### src/assert_macros.svh
// assertion macros used by the rtl top file
// no dependencies; take in by include with the bare file name
`ifndef ASSERT_MACROS_SVH
`define ASSERT_MACROS_SVH

// same-cycle implication, disabled while reset is asserted
`define ASSERT_IMPLIES(label, clk, rst_n, ante, cons) \
	label: assert property (@(posedge clk) disable iff (!rst_n) (ante) |-> (cons)) \
		else $error("same-cycle implication failed");

// next-cycle implication, disabled while reset is asserted
`define ASSERT_NEXT(label, clk, rst_n, ante, cons) \
	label: assert property (@(posedge clk) disable iff (!rst_n) (ante) |=> (cons)) \
		else $error("next-cycle implication failed");

`endif

### src/rlqm_pkg.sv
// shared constants and the bar mapping for the rssi link quality monitor
// no dependencies
`default_nettype none

package rlqm_pkg;

	localparam int WINDOW_DEPTH_DEF = 8;
	localparam int RSSI_W           = 8;
	localparam int TICK_W           = 16;
	localparam int BAR_W            = 3;
	localparam int HELD_W           = 4;

	localparam logic [TICK_W-1:0] TIMEOUT_RESET = 16'd30000;
	localparam logic [TICK_W-1:0] IDLE_MAX      = 16'hFFFF;

	// apb register map: one register, index taken from paddr[2]
	localparam int          CFG_ADDR_W  = 3;
	localparam logic [0:0]  REG_TIMEOUT = 1'b0;

	// bar thresholds in dbm
	localparam logic signed [RSSI_W-1:0] BAR5_DBM = -8'sd50;
	localparam logic signed [RSSI_W-1:0] BAR4_DBM = -8'sd60;
	localparam logic signed [RSSI_W-1:0] BAR3_DBM = -8'sd70;
	localparam logic signed [RSSI_W-1:0] BAR2_DBM = -8'sd80;
	localparam logic signed [RSSI_W-1:0] BAR1_DBM = -8'sd90;

	function automatic logic [BAR_W-1:0] level_of(input logic signed [RSSI_W-1:0] dbm);
		logic [BAR_W-1:0] lvl;
		if (dbm >= BAR5_DBM)      lvl = 3'd5;
		else if (dbm >= BAR4_DBM) lvl = 3'd4;
		else if (dbm >= BAR3_DBM) lvl = 3'd3;
		else if (dbm >= BAR2_DBM) lvl = 3'd2;
		else if (dbm >= BAR1_DBM) lvl = 3'd1;
		else                      lvl = 3'd0;
		return lvl;
	endfunction

endpackage

`default_nettype wire

### src/rlqm_in_if.sv
// input channel: one beat is a sample or a millisecond tick
// depends on rlqm_pkg
`default_nettype none

interface rlqm_in_if;
	logic                                 valid;
	logic                                 ready;
	logic                                 opcode;
	logic signed [rlqm_pkg::RSSI_W-1:0]   rssi_dbm;

	modport source (output valid, output opcode, output rssi_dbm, input ready);
	modport sink   (input valid, input opcode, input rssi_dbm, output ready);
endinterface

`default_nettype wire

### src/rlqm_out_if.sv
// result channel: one beat per accepted input beat
// depends on rlqm_pkg
`default_nettype none

interface rlqm_out_if;
	logic                                 valid;
	logic                                 ready;
	logic signed [rlqm_pkg::RSSI_W-1:0]   smoothed_dbm;
	logic [rlqm_pkg::BAR_W-1:0]           bar_level;
	logic                                 link_active;
	logic                                 timed_out;
	logic [rlqm_pkg::HELD_W-1:0]          samples_held;

	modport source (output valid, output smoothed_dbm, output bar_level, output link_active,
		output timed_out, output samples_held, input ready);
	modport sink   (input valid, input smoothed_dbm, input bar_level, input link_active,
		input timed_out, input samples_held, output ready);
endinterface

`default_nettype wire

### src/rlqm_divider.sv
// iterative restoring divider: signed total over unsigned sample count, one bit a cycle
// truncates toward zero; depends on rlqm_pkg
`default_nettype none

module rlqm_divider #(
	parameter int TOTAL_W = 11,
	parameter int FILL_W  = 4
) (
	input  wire                                 clk,
	input  wire                                 arst_n,
	input  wire                                 start,
	input  wire  signed [TOTAL_W-1:0]           dividend,
	input  wire         [FILL_W-1:0]            divisor,
	output logic                                busy,
	output logic                                done,
	output logic signed [rlqm_pkg::RSSI_W-1:0]  quotient
);

	localparam int CNT_W = $clog2(TOTAL_W + 1);

	logic               busy_q;
	logic               done_q;
	logic [CNT_W-1:0]   cnt_q;
	logic [TOTAL_W-1:0] dvd_q;
	logic [FILL_W-1:0]  rem_q;
	logic [FILL_W-1:0]  dsr_q;
	logic               neg_q;

	logic [FILL_W:0]    rem_sh;
	logic               ge;
	logic [FILL_W:0]    rem_diff;
	logic [TOTAL_W-1:0] mag;
	logic [TOTAL_W-1:0] q_signed;

	assign mag      = dividend[TOTAL_W-1] ? TOTAL_W'(-dividend) : TOTAL_W'(dividend);
	assign rem_sh   = {rem_q, dvd_q[TOTAL_W-1]};
	assign ge       = rem_sh >= {1'b0, dsr_q};
	assign rem_diff = rem_sh - {1'b0, dsr_q};

	always_ff @(posedge clk or negedge arst_n) begin
		if (!arst_n) begin
			busy_q <= 1'b0;
			done_q <= 1'b0;
			cnt_q  <= '0;
		end else begin
			done_q <= 1'b0;
			if (start) begin
				busy_q <= 1'b1;
				cnt_q  <= CNT_W'(TOTAL_W);
			end else if (busy_q) begin
				cnt_q <= cnt_q - 1'b1;
				if (cnt_q == CNT_W'(1)) begin
					busy_q <= 1'b0;
					done_q <= 1'b1;
				end
			end
		end
	end

	// datapath: quotient bits shift into the dividend register
	always_ff @(posedge clk) begin
		if (start) begin
			dvd_q <= mag;
			rem_q <= '0;
			dsr_q <= divisor;
			neg_q <= dividend[TOTAL_W-1];
		end else if (busy_q) begin
			dvd_q <= {dvd_q[TOTAL_W-2:0], ge};
			rem_q <= ge ? rem_diff[FILL_W-1:0] : rem_sh[FILL_W-1:0];
		end
	end

	assign q_signed = neg_q ? TOTAL_W'(-dvd_q) : dvd_q;
	assign quotient = signed'(q_signed[rlqm_pkg::RSSI_W-1:0]);
	assign busy     = busy_q;
	assign done     = done_q;

endmodule

`default_nettype wire

### src/rssi_link_quality_monitor_top.sv
// rssi link quality monitor: windowed moving average with warm-up, bars and timeout
// depends on rlqm_pkg, rlqm_in_if, rlqm_out_if, rlqm_divider, assert_macros.svh
//
// usage
//   sample_in carries one beat per event: opcode 0 is an rssi sample, opcode 1 a 1 ms tick.
//   result_out returns exactly one beat per input beat, in order.
//   apb port holds timeout_ticks at byte address 0 (reset 30000); user writes it only while idle, not enforced.
// processing
//   a sample runs through one shared adder (drop oldest once the window is full, add newest) and then a
//   one-bit-a-cycle divider over the total width before its result is registered.
//   a tick is handled in the accept cycle, then goes via the finish state to the output register.
//   sample_in.ready is high only while the sequencer sits idle; one beat in flight.
// reset
//   window empty, link inactive, average 0, idle tick count 0, timeout 30000.
//   ring contents are not cleared; a slot's old value is only used once the window is full.
// stalls
//   a finished result waits in the output register; the next beat can be accepted
//   and worked on meanwhile, and its result holds in the finish state until the
//   output register frees up.
`default_nettype none
`include "assert_macros.svh"

module rssi_link_quality_monitor_top #(
	parameter int WINDOW_DEPTH = rlqm_pkg::WINDOW_DEPTH_DEF
) (
	input  wire                                 clk,
	input  wire                                 arst_n,
	rlqm_in_if.sink                             sample_in,
	rlqm_out_if.source                          result_out,
	input  wire                                 psel,
	input  wire                                 penable,
	input  wire                                 pwrite,
	input  wire  [rlqm_pkg::CFG_ADDR_W-1:0]     paddr,
	input  wire  [31:0]                         pwdata,
	output logic [31:0]                         prdata,
	output logic                                pready
);

	localparam int RSSI_W  = rlqm_pkg::RSSI_W;
	localparam int TICK_W  = rlqm_pkg::TICK_W;
	localparam int SLOT_W  = (WINDOW_DEPTH > 1) ? $clog2(WINDOW_DEPTH) : 1;
	localparam int FILL_W  = $clog2(WINDOW_DEPTH + 1);
	localparam int TOTAL_W = RSSI_W + $clog2(WINDOW_DEPTH);

	localparam logic [FILL_W-1:0] FULL_CNT  = FILL_W'(WINDOW_DEPTH);
	localparam logic [SLOT_W-1:0] LAST_SLOT = SLOT_W'(WINDOW_DEPTH - 1);

	// sequencer codes
	localparam logic [2:0] ST_IDLE   = 3'd0;
	localparam logic [2:0] ST_SUB    = 3'd1;
	localparam logic [2:0] ST_ADD    = 3'd2;
	localparam logic [2:0] ST_DIV    = 3'd3;
	localparam logic [2:0] ST_FINISH = 3'd4;

	logic [2:0]                 state_q;
	logic [SLOT_W-1:0]          slot_q;
	logic [FILL_W-1:0]          fill_q;
	logic signed [TOTAL_W-1:0]  total_q;
	logic signed [RSSI_W-1:0]   avg_q;
	logic                       active_q;
	logic [TICK_W-1:0]          idle_q;
	logic [TICK_W-1:0]          timeout_q;
	logic                       dropped_q;
	logic signed [RSSI_W-1:0]   new_q;
	logic signed [RSSI_W-1:0]   old_q;

	logic                       out_valid_q;
	logic signed [RSSI_W-1:0]   out_dbm_q;
	logic [rlqm_pkg::BAR_W-1:0] out_bar_q;
	logic                       out_active_q;
	logic                       out_drop_q;
	logic [rlqm_pkg::HELD_W-1:0] out_held_q;

	// sample ring, reset value undefined
	logic signed [RSSI_W-1:0]   ring_mem [WINDOW_DEPTH];

	logic                       in_fire;
	logic                       is_full;
	logic                       cfg_wr;
	logic [TICK_W-1:0]          idle_inc;
	logic                       drop_now;
	logic signed [TOTAL_W-1:0]  add_b;
	logic signed [TOTAL_W-1:0]  add_sum;
	logic [FILL_W-1:0]          fill_next;
	logic                       finish_load;
	logic [7:0]                 fill_ext;

	logic                       div_start;
	logic                       div_busy;
	logic                       div_done;
	logic signed [RSSI_W-1:0]   div_quot;

	// ---------------- configuration port ----------------
	assign pready = 1'b1;
	assign cfg_wr = psel && penable && pwrite && pready;
	assign prdata = (paddr[2] == rlqm_pkg::REG_TIMEOUT) ? {16'd0, timeout_q} : 32'd0;

	always_ff @(posedge clk or negedge arst_n) begin
		if (!arst_n) begin
			timeout_q <= rlqm_pkg::TIMEOUT_RESET;
		end else if (cfg_wr && (paddr[2] == rlqm_pkg::REG_TIMEOUT)) begin
			timeout_q <= pwdata[TICK_W-1:0];
		end
	end

	// ---------------- handshake ----------------
	assign sample_in.ready = (state_q == ST_IDLE);
	assign in_fire         = sample_in.valid && sample_in.ready;
	assign finish_load     = (state_q == ST_FINISH) && (!out_valid_q || result_out.ready);

	// ---------------- tick path, resolved in the accept cycle ----------------
	assign idle_inc = (idle_q == rlqm_pkg::IDLE_MAX) ? idle_q : idle_q + 16'd1;
	assign drop_now = active_q && (idle_inc > timeout_q);

	// ---------------- shared adder: drop oldest, then add newest ----------------
	assign is_full   = (fill_q == FULL_CNT);
	assign add_b     = (state_q == ST_SUB) ? -TOTAL_W'(old_q) : TOTAL_W'(new_q);
	assign add_sum   = total_q + add_b;
	assign fill_next = is_full ? fill_q : fill_q + 1'b1;
	assign div_start = (state_q == ST_ADD);

	always_ff @(posedge clk or negedge arst_n) begin
		if (!arst_n) begin
			state_q   <= ST_IDLE;
			slot_q    <= '0;
			fill_q    <= '0;
			total_q   <= '0;
			avg_q     <= '0;
			active_q  <= 1'b0;
			idle_q    <= '0;
			dropped_q <= 1'b0;
		end else begin
			case (state_q)
				ST_IDLE: begin
					if (in_fire) begin
						dropped_q <= 1'b0;
						if (sample_in.opcode) begin
							idle_q <= idle_inc;
							if (drop_now) begin
								active_q  <= 1'b0;
								fill_q    <= '0;
								slot_q    <= '0;
								total_q   <= '0;
								dropped_q <= 1'b1;
							end
							state_q <= ST_FINISH;
						end else begin
							state_q <= ST_SUB;
						end
					end
				end
				ST_SUB: begin
					if (is_full) begin
						total_q <= add_sum;
					end
					state_q <= ST_ADD;
				end
				ST_ADD: begin
					total_q  <= add_sum;
					fill_q   <= fill_next;
					slot_q   <= (slot_q == LAST_SLOT) ? '0 : slot_q + 1'b1;
					idle_q   <= '0;
					active_q <= 1'b1;
					state_q  <= ST_DIV;
				end
				ST_DIV: begin
					if (div_done) begin
						avg_q   <= div_quot;
						state_q <= ST_FINISH;
					end
				end
				ST_FINISH: begin
					if (finish_load) begin
						state_q <= ST_IDLE;
					end
				end
				default: begin
					state_q <= ST_IDLE;
				end
			endcase
		end
	end

	// ring write in the add step, oldest entry read at accept
	always_ff @(posedge clk) begin
		if (state_q == ST_ADD) begin
			ring_mem[slot_q] <= new_q;
		end
		if (in_fire) begin
			old_q <= ring_mem[slot_q];
			new_q <= sample_in.rssi_dbm;
		end
	end

	rlqm_divider #(
		.TOTAL_W (TOTAL_W),
		.FILL_W  (FILL_W)
	) u_div (
		.clk      (clk),
		.arst_n   (arst_n),
		.start    (div_start),
		.dividend (add_sum),
		.divisor  (fill_next),
		.busy     (div_busy),
		.done     (div_done),
		.quotient (div_quot)
	);

	// ---------------- output register ----------------
	assign fill_ext = 8'(fill_q);

	always_ff @(posedge clk or negedge arst_n) begin
		if (!arst_n) begin
			out_valid_q <= 1'b0;
		end else if (finish_load) begin
			out_valid_q <= 1'b1;
		end else if (result_out.ready) begin
			out_valid_q <= 1'b0;
		end
	end

	always_ff @(posedge clk) begin
		if (finish_load) begin
			out_dbm_q    <= avg_q;
			out_bar_q    <= active_q ? rlqm_pkg::level_of(avg_q) : '0;
			out_active_q <= active_q;
			out_drop_q   <= dropped_q;
			out_held_q   <= fill_ext[rlqm_pkg::HELD_W-1:0];
		end
	end

	assign result_out.valid        = out_valid_q;
	assign result_out.smoothed_dbm = out_dbm_q;
	assign result_out.bar_level    = out_bar_q;
	assign result_out.link_active  = out_active_q;
	assign result_out.timed_out    = out_drop_q;
	assign result_out.samples_held = out_held_q;

	// ---------------- assertions ----------------
	`ASSERT_IMPLIES(a_fill_bound, clk, arst_n, 1'b1, fill_q <= FULL_CNT)
	`ASSERT_IMPLIES(a_no_accept_while_dividing, clk, arst_n, div_busy, !sample_in.ready)
	`ASSERT_IMPLIES(a_drop_clears_window, clk, arst_n, dropped_q && state_q == ST_FINISH, fill_q == '0 && !active_q)
	`ASSERT_NEXT(a_sample_goes_active, clk, arst_n, state_q == ST_ADD, active_q && idle_q == '0)

endmodule

`default_nettype wire
### src/flat_wrapper.sv
// flat-port wrapper written by rule: the top's interface ports become plain ports
module rssi_link_quality_monitor_top_flat 
#(
	parameter int WINDOW_DEPTH = rlqm_pkg::WINDOW_DEPTH_DEF
)
  (clk, arst_n, psel, penable, pwrite, paddr, pwdata, prdata, pready, sample_in_valid, sample_in_opcode, sample_in_rssi_dbm, sample_in_ready, result_out_valid, result_out_smoothed_dbm, result_out_bar_level, result_out_link_active, result_out_timed_out, result_out_samples_held, result_out_ready);
  rlqm_in_if sample_in_i ();
  rlqm_out_if result_out_i ();
  input  wire clk;
  input  wire arst_n;
  input  wire psel;
  input  wire penable;
  input  wire pwrite;
  input  wire  [rlqm_pkg::CFG_ADDR_W-1:0] paddr;
  input  wire  [31:0] pwdata;
  output logic [31:0] prdata;
  output logic pready;
  input wire logic [$bits(sample_in_i.valid)-1:0] sample_in_valid;
  input wire logic [$bits(sample_in_i.opcode)-1:0] sample_in_opcode;
  input wire logic [$bits(sample_in_i.rssi_dbm)-1:0] sample_in_rssi_dbm;
  output wire logic [$bits(sample_in_i.ready)-1:0] sample_in_ready;
  output wire logic [$bits(result_out_i.valid)-1:0] result_out_valid;
  output wire logic [$bits(result_out_i.smoothed_dbm)-1:0] result_out_smoothed_dbm;
  output wire logic [$bits(result_out_i.bar_level)-1:0] result_out_bar_level;
  output wire logic [$bits(result_out_i.link_active)-1:0] result_out_link_active;
  output wire logic [$bits(result_out_i.timed_out)-1:0] result_out_timed_out;
  output wire logic [$bits(result_out_i.samples_held)-1:0] result_out_samples_held;
  input wire logic [$bits(result_out_i.ready)-1:0] result_out_ready;
  assign sample_in_i.valid = sample_in_valid;
  assign sample_in_i.opcode = sample_in_opcode;
  assign sample_in_i.rssi_dbm = sample_in_rssi_dbm;
  assign sample_in_ready = sample_in_i.ready;
  assign result_out_valid = result_out_i.valid;
  assign result_out_smoothed_dbm = result_out_i.smoothed_dbm;
  assign result_out_bar_level = result_out_i.bar_level;
  assign result_out_link_active = result_out_i.link_active;
  assign result_out_timed_out = result_out_i.timed_out;
  assign result_out_samples_held = result_out_i.samples_held;
  assign result_out_i.ready = result_out_ready;
  rssi_link_quality_monitor_top #(.WINDOW_DEPTH(WINDOW_DEPTH)) u_core (.clk(clk), .arst_n(arst_n), .sample_in(sample_in_i), .result_out(result_out_i), .psel(psel), .penable(penable), .pwrite(pwrite), .paddr(paddr), .pwdata(pwdata), .prdata(prdata), .pready(pready));
endmodule
### config.mk
export PLATFORM = sky130hd
export DESIGN_NAME = rssi_link_quality_monitor_top_flat
export DESIGN_NICKNAME = d
export VERILOG_FILES = /design/src/rlqm_pkg.sv /design/src/rlqm_in_if.sv /design/src/rlqm_out_if.sv /design/src/rlqm_divider.sv /design/src/rssi_link_quality_monitor_top.sv /design/src/flat_wrapper.sv
export VERILOG_INCLUDE_DIRS = /design/src /design/src/src
export SDC_FILE = /design/constraint.sdc
export NUM_CORES = 1
export LEC_CHECK = 0
export ABC_CLOCK_PERIOD_IN_PS = 10200
export BUFFER_PORTS_ARGS = -buffer_cell sky130_fd_sc_hd__buf_2
export CORE_ASPECT_RATIO = 0.5
export CORE_MARGIN = 4
export CORE_UTILIZATION = 56
export CTS_CLUSTER_SIZE = 12
export DETAILED_ROUTE_END_ITERATION = 8
export GPL_TIMING_DRIVEN = 0
export PLACE_DENSITY = 0.77
export SLEW_MARGIN = 0
export SYNTH_ARGS = -nofsm -noshare
export SYNTH_HDL_FRONTEND = slang
export SYNTH_SLANG_ARGS = --single-unit
export TNS_END_PERCENT = 30
### constraint.sdc
create_clock -name clk -period 10.2 [get_ports clk]
set_input_delay 0.51 -clock clk [delete_from_list [all_inputs] [get_ports clk]]
set_output_delay 0.51 -clock clk [all_outputs]
set_load 0.005 [all_outputs]
Yosys cells after proc, flatten, opt, wreduce, memory -nomap -nowiden. Memories as Yosys holds them, arrays and structs flattened. A register that Yosys moved wholly into a read port is not among the register bits. Cells that the tools add are included.

Memories: 1. Memory bits (writable): 64. Output and inout port bits: 52. Register bits after elaboration: 115. Word-level logic and storage cells: 131. Input port bits: 51.

Memory list: u_core.ring_mem (depth 8, width 8, rd ports 1, clocked after Yosys merged registers in 1, write ports 1, line rssi_link_quality_monitor_top.sv:75) `logic signed [RSSI_W-1:0] ring_mem [WINDOW_DEPTH];`.

Reductions and logical operators: 20. Muxes and demuxes: 54. Eq/ne operators: 14. Order comparisons: 7. $add $sub $neg: 9. Bitwise operators: 2.

Operators with widths (number): 2-to-1 mux 11 bit (8); 2-to-1 mux 16 bit (4); 2-to-1 mux 3 bit (12); case mux 11 bit (3 select lines) (1); case mux 16 bit (2 select lines) (1); 2-to-1 mux 4 bit (7); >= comparator 8 bit, second input constant (3); adder 16 x 1 -> 16 bit, second input constant (1); equality test 16 bit, second input constant (1); >= comparator 8 x 7 -> 1 bit, second input constant (2); > comparator 16 bit (1); 2-to-1 mux 1 bit (16); case mux 3 bit (5 select lines) (1); adder 11 bit (1); negator 11 bit (1); negator 8 -> 11 bit (1); 2-to-1 mux 8 bit (1); != test 2 bit, second input constant (4); negator 8 bit (1); case mux 4 bit (2 select lines) (1); equality test 3 x 2 -> 1 bit, second input constant (2); equality test 3 bit, second input constant (2); logical AND 1 bit (6); case mux 3 bit (2 select lines) (1); 21 further kinds (27).

Longest topological paths before layout.
Depth in word-level cells: 8. Gate-level depth with buffers: 17. Gate-level depth less buffers: 15.

Cells and area by module. From an unflattened synthesis, not the netlist that was laid out.

Cell total of the unflattened synthesis: 854. Area, all modules: 9763.1 um2.

Modules (own cells, without submodules): rssi_link_quality_monitor_top (cells an instance 696, times used 1, sequential area each 4523.1 um2, area each 8181.6 um2); rlqm_divider (cells an instance 158, times used 1, sequential area each 710.7 um2, area each 1581.5 um2).

Least setup slack after synthesis. Ideal clock, no wire load.

Path type: register to register. Start point: register u_core.state_q[1]. End point: register u_core.u_div.dvd_q[7] (data pin). Path buffers: 3. Data required time: 9.940 ns. Period minus slack after synthesis: 3.649 ns. Library setup time: 0.260 ns. Arrival: 3.389 ns. Stages on the path, launching flop included: 16. Slack: 6.551 ns. Cells stage by stage: dfrtp_1 -> buf_6 -> or3b_4 -> clkbuf_1 -> clkbuf_1 -> nand2_1 -> o21ai_0 -> ha_1 -> fa_1 -> a21oi_1 -> nor3_1 -> nor3_1 -> o211ai_1 -> o21ai_0 -> xnor2_1 -> mux2_2.

Longest elaborated chain between the ends: 6. Elaborated cells on any way between the ends: 7. Those cells by class: 2 x add/sub; 2 x eq/ne; 3 x mux.

RTL lines: from (decl) (line rssi_link_quality_monitor_top.sv:55) `logic [2:0] state_q;`; from (signal assigned) (line rssi_link_quality_monitor_top.sv:124) `state_q <= ST_IDLE;`; from (signal assigned) (line rssi_link_quality_monitor_top.sv:146) `state_q <= ST_FINISH;`; from (signal assigned) (line rssi_link_quality_monitor_top.sv:148) `state_q <= ST_SUB;`; equality test 3 x 1 -> 1 bit (line rssi_link_quality_monitor_top.sv:117) `assign add_b = (state_q == ST_SUB) ? -TOTAL_W'(old_q) : TOTAL_W'(new_q);`; 2-to-1 mux 11 bit (line rssi_link_quality_monitor_top.sv:117); adder 11 bit (line rssi_link_quality_monitor_top.sv:118) `assign add_sum = total_q + add_b;`; negator 11 bit (line rlqm_divider.sv:35) `assign mag = dividend[TOTAL_W-1] ? TOTAL_W'(-dividend) : TOTAL_W'(dividend);`; 2-to-1 mux 11 bit (line rlqm_divider.sv:35); 2-to-1 mux 11 bit (*) (line rlqm_divider.sv:62) `if (start) begin`; to (signal assigned) (line rlqm_divider.sv:63) `dvd_q <= mag;`; to (signal assigned) (line rlqm_divider.sv:68) `dvd_q <= {dvd_q[TOTAL_W-2:0], ge};`; to (decl) (line rlqm_divider.sv:24) `logic [TOTAL_W-1:0] dvd_q;`.

Mark *: on every way between the ends. The rest lies on a longest branch, timed or not. A chain may end at the register's enable or synchronous reset.

Worst setup path in the final report.
Start point: register u_core.idle_q[0]. End point: register u_core.total_q[0].

Longest elaborated chain between the ends: 6. Elaborated cells on any way between the ends: 7. Those cells by class: 1 x add/sub; 1 x order compare; 2 x eq/ne; 1 x mux; 2 x reduce/logical.

RTL lines: from (decl) (line rssi_link_quality_monitor_top.sv:61) `logic [TICK_W-1:0] idle_q;`; from (signal assigned) (line rssi_link_quality_monitor_top.sv:138) `idle_q <= idle_inc;`; adder 16 x 1 -> 16 bit / equality test 16 bit (equally long branches) (line rssi_link_quality_monitor_top.sv:112) `assign idle_inc = (idle_q == rlqm_pkg::IDLE_MAX) ? idle_q : idle_q + 16'd1;`; 2-to-1 mux 16 bit (*) (line rssi_link_quality_monitor_top.sv:112); > comparator 16 bit (*) (line rssi_link_quality_monitor_top.sv:113) `assign drop_now = active_q && (idle_inc > timeout_q);`; logical AND 1 bit (*) (line rssi_link_quality_monitor_top.sv:113); != test 2 bit (no line) (*); AND reduction 5 bit (no line) (*); to (signal assigned) (line rssi_link_quality_monitor_top.sv:154) `total_q <= add_sum;`; to (signal assigned) (line rssi_link_quality_monitor_top.sv:159) `total_q <= add_sum;`; to (decl) (line rssi_link_quality_monitor_top.sv:58) `logic signed [TOTAL_W-1:0] total_q;`.

Marks and branches as above.

==> metrics.yaml <==
run_status:
  outcome: "complete, no violations"
flow_run:
  drv_cap: 0
worst_setup_path:
  r2r-end: "u_core.total_q[0]"
  worst_setup_path_end_kind: "flip-flop"
  criticalPathCategory: "reg -> reg"
  arrival_ns: 4.99
  regToRegSetupSlack_ns: 5.54
  r2r_cells: 16
  crit_path_max_fanout: 10
  regToRegStartpoint: "u_core.idle_q[0]"
  startpoint_type: "flip-flop"
  required_ns: 10.53
power_and_ir_drop:
  power.leakage_uw: 0.00451
  p_int_uw: 1730
  p_sw_share_pct: 36.5
  power_density_nw_per_um2: 252
  pwr-share-seq_pct: 39.2
  combPwrFrac_pct: 36.6
  clkPwrFrac_pct: 24.2
  p_total_uw: 2730
  switching_power_uw: 997
  peakVddDrop_uv: 149
finish:
  layout-drive-gt1-share_pct: 18.8
  area_growth_pct: 14.1
  antennaDiodeCount: 0
  layout.nets: 1030
  final_cell_area_um2: 10800
  final_common_cell: "edfxtp_1"
  fill_cells: 1257
  utilization_pct: 65.7
  multi_input_area_um2: 3880
  regArea_um2: 5230
  mostFrequentLayoutCells: "edfxtp_1, nand2_1, buf_2"
clock_tree:
  clock_sinks: 187
  tritoncts: "built"
  clk_latency_ns: 0.44
  clk_pin_slew_ns: 0.07
  htree_levels: 4
  post-cts-setup-buffers: 0
  clock-root-buffer: "clkbuf_16"
  clockBufferDepth: 2
  numCtsBuffers: 17
placement:
  dp_hpwl_um: 14800
  io_buffer_count: 66
  gp_congestion: 0.885
  dpl_cell_area_um2: 10200
logic_synthesis:
  ys_seq_area_share_pct: 55.2
  ys_warn_count: 0
  synth_top_area_cell: "edfxtp_1"
  synth_enable_flop_cells: 113
  synth_cell_types: 65
  synth.area.top_cells: "edfxtp_1, dfrtp_1, ha_1, nand2_1, mux2_2"
  synth_top_area_share_pct: 35.8
  syn_area_um2: 9490
  syn_avg_cell_area_um2: 11.4
  synth_top_flop_cell: "edfxtp_1"
  netlist_instances: 832
  synthArstFlopShare_pct: 37.4
  ys_ff_latch: 187
die:
  die_width_um: 192
  core_um2: 16500
  fp-row-count: 33
  ioPinCount: 103
  dieArea_um2: 19200
  die_h_um: 100
  initial_core_util_pct: 57.6
worst_hold_path:
  whs_path_depth: 1
  whs_endpoint: "u_core.new_q[3]"
  hp-class: "in -> reg"
  hold_path_startpoint: "sample_in_rssi_dbm[3]"
drt:
  drt-initial-drc-count: 511
  drt_pass1_iterations: 5
  wl_met2_um: 9800
  via_per_inst: 5.75
  wl_met3_um: 1400
  ant_nets: 0
  drt-total-wl_um: 20800
  routedWlPerCell_um: 17.6
  vias: 6770
  drc: 0
  met1Wirelength_um: 9340
  top_layer_used: "met4"
global_routing:
  grt_pass1_vias: 6782
  grt_usage_pct: 22.7
  grt_pass1_wl_um: 34100
  grt_max_degree: 68
  grt_antenna_before_repair: 0
  gr-total-overflow: 0
sta:
  maxSlewHeadroom_pct: 7.66
  hold_violations: 0
  fin_setup_tns_ns: 0
  finalCriticalPeriod_ns: 4.66
  setup_viol: 0
  rsz0062_at_grt: "false"
  max_freq_mhz: 215
  finalCritPeriodShare_pct: 45.7
  worst_slew_pin_slew_ns: 1.37
  fin_skew_ns: 0.0118
  worst_hold_slack_ns: 0.246
  drv_slew: 0
-- critical path, stage by stage, from the launching register on --
cell	delay, ns
dfrtp_1	0.49
ha_1	0.26
inv_1	0.10
or3_1	0.37
clkbuf_1	0.16
and4_1	0.23
and3_1	0.19
xor2_1	0.27
ha_1	0.33
a21oi_1	0.21
o21ai_0	0.14
a21oi_1	0.16
o211ai_1	0.21
o21ai_0	0.72
clkbuf_1	0.50
nand2_1	0.14
o31ai_1	0.09
-- worst max-delay path by stage --
stage / from / end / slack, ns
CTS: u_core.idle_q[0] / u_core.total_q[0] / 5.76
global placement: u_core.idle_q[0] / u_core.total_q[0] / 5.90
floorplan: u_core.state_q[1] / u_core.u_div.dvd_q[7] / 6.55
finish: u_core.idle_q[0] / u_core.total_q[0] / 5.54
global route: u_core.idle_q[0] / u_core.total_q[0] / 5.31
detailed placement: u_core.idle_q[0] / u_core.total_q[2] / 5.81
-- per-stage QoR --
stage	setup WS (ns)	std cells
after floorplan	6.55	847
after global placement	5.90	1140
after detailed placement	5.81	1144
after CTS	5.76	1177
after global routing	5.31	1177
final	5.54	1177
-- cell type report --
| cell class | instances | share of cell area, % |
|---|---|---|
| Clock inverter | 15 | 1.43 |
| Inverter | 47 | 1.63 |
| Buffer | 51 | 2.51 |
| Tap cell | 227 | 2.62 |
| Multi-Input combinational cell | 562 | 35.9 |
| Clock buffer | 17 | 3.93 |
| Timing Repair Buffer | 71 | 3.63 |
| Sequential cell | 187 | 48.4 |
-- sequential cells by signal (all words and copies together) (netlist names), 3 cells and up --
signal,count
u_core.u_div.rem_q,4
u_core.result_out.smoothed_dbm,8
u_core.slot_q,3
u_core.ring_mem,64
u_core.u_div.dsr_q,4
u_core.u_div.dvd_q,11
u_core.idle_q,16
u_core.result_out.bar_level,3
u_core.fill_q,4
u_core.state_q,3
u_core.total_q,11
u_core.u_div.cnt_q,4
u_core.old_q,8
u_core.timeout_q,16
u_core.avg_q,8
u_core.result_out.samples_held,4
u_core.new_q,8
-- per-layer routing --
layer,vias to the layer above,track usage (%)
met5,-,0
met4,0,7.12
met3,23,5.18
met2,263,36.7
met1,3288,31.2
li1,3196,-
-- cell families after synthesis --
family | Yosys count | synth area share, %
muxes | 47 | 7.03
AOI/OAI and AO/OA | 163 | 10.8
adders and majority gates | 42 | 5.70
DFF | 187 | 55.2
buffers and inverters | 98 | 4.72
xor gates and xnor gates | 41 | 3.78
other | 2 | 0.0792
and+or+nand+nor | 252 | 12.7
-- what timing repair did --
| item | CTS | global route |
|---|---|---|
| hold buffers | 1 | 0 |
| hold endpoints to repair | 2 | 0 |
| gates resized for setup | 0 | 0 |
-- power by group through the flow --
stage | Sequential (uW) | Clock (uW) | Combinational, uW
5_1_grt | 1090 | 702 | 1120
2_1_floorplan | 1050 | 0 | 758
4_1_cts | 1070 | 667 | 991
3_5_place_dp | 1090 | 0 | 980
6_report | 1070 | 659 | 999
3_3_place_gp | 1080 | 0 | 940
-- cells in the mapped netlist (4+ instances only) --
cell      count
a211oi_1      6
a21oi_1      35
a22o_1        9
a31oi_1       4
and2_1        5
and3_1       18
buf_4        17
clkbuf_1     28
dfrtp_1      63
dfstp_2       7
dfxtp_1       4
edfxtp_1    113
ha_1         40
inv_1        47
mux2_2       27
mux2i_1       7
mux4_2       13
nand2_1      92
nand2b_1      8
nand3_1      12
nand3b_1      5
nand4_1      12
nor2_1       58
nor2b_1       8
nor3_1       13
o211ai_1      4
o21ai_0      59
o21ai_1       4
o31ai_1      16
xnor2_1      22
xor2_1       19
(Power assumes the default switching activity.)
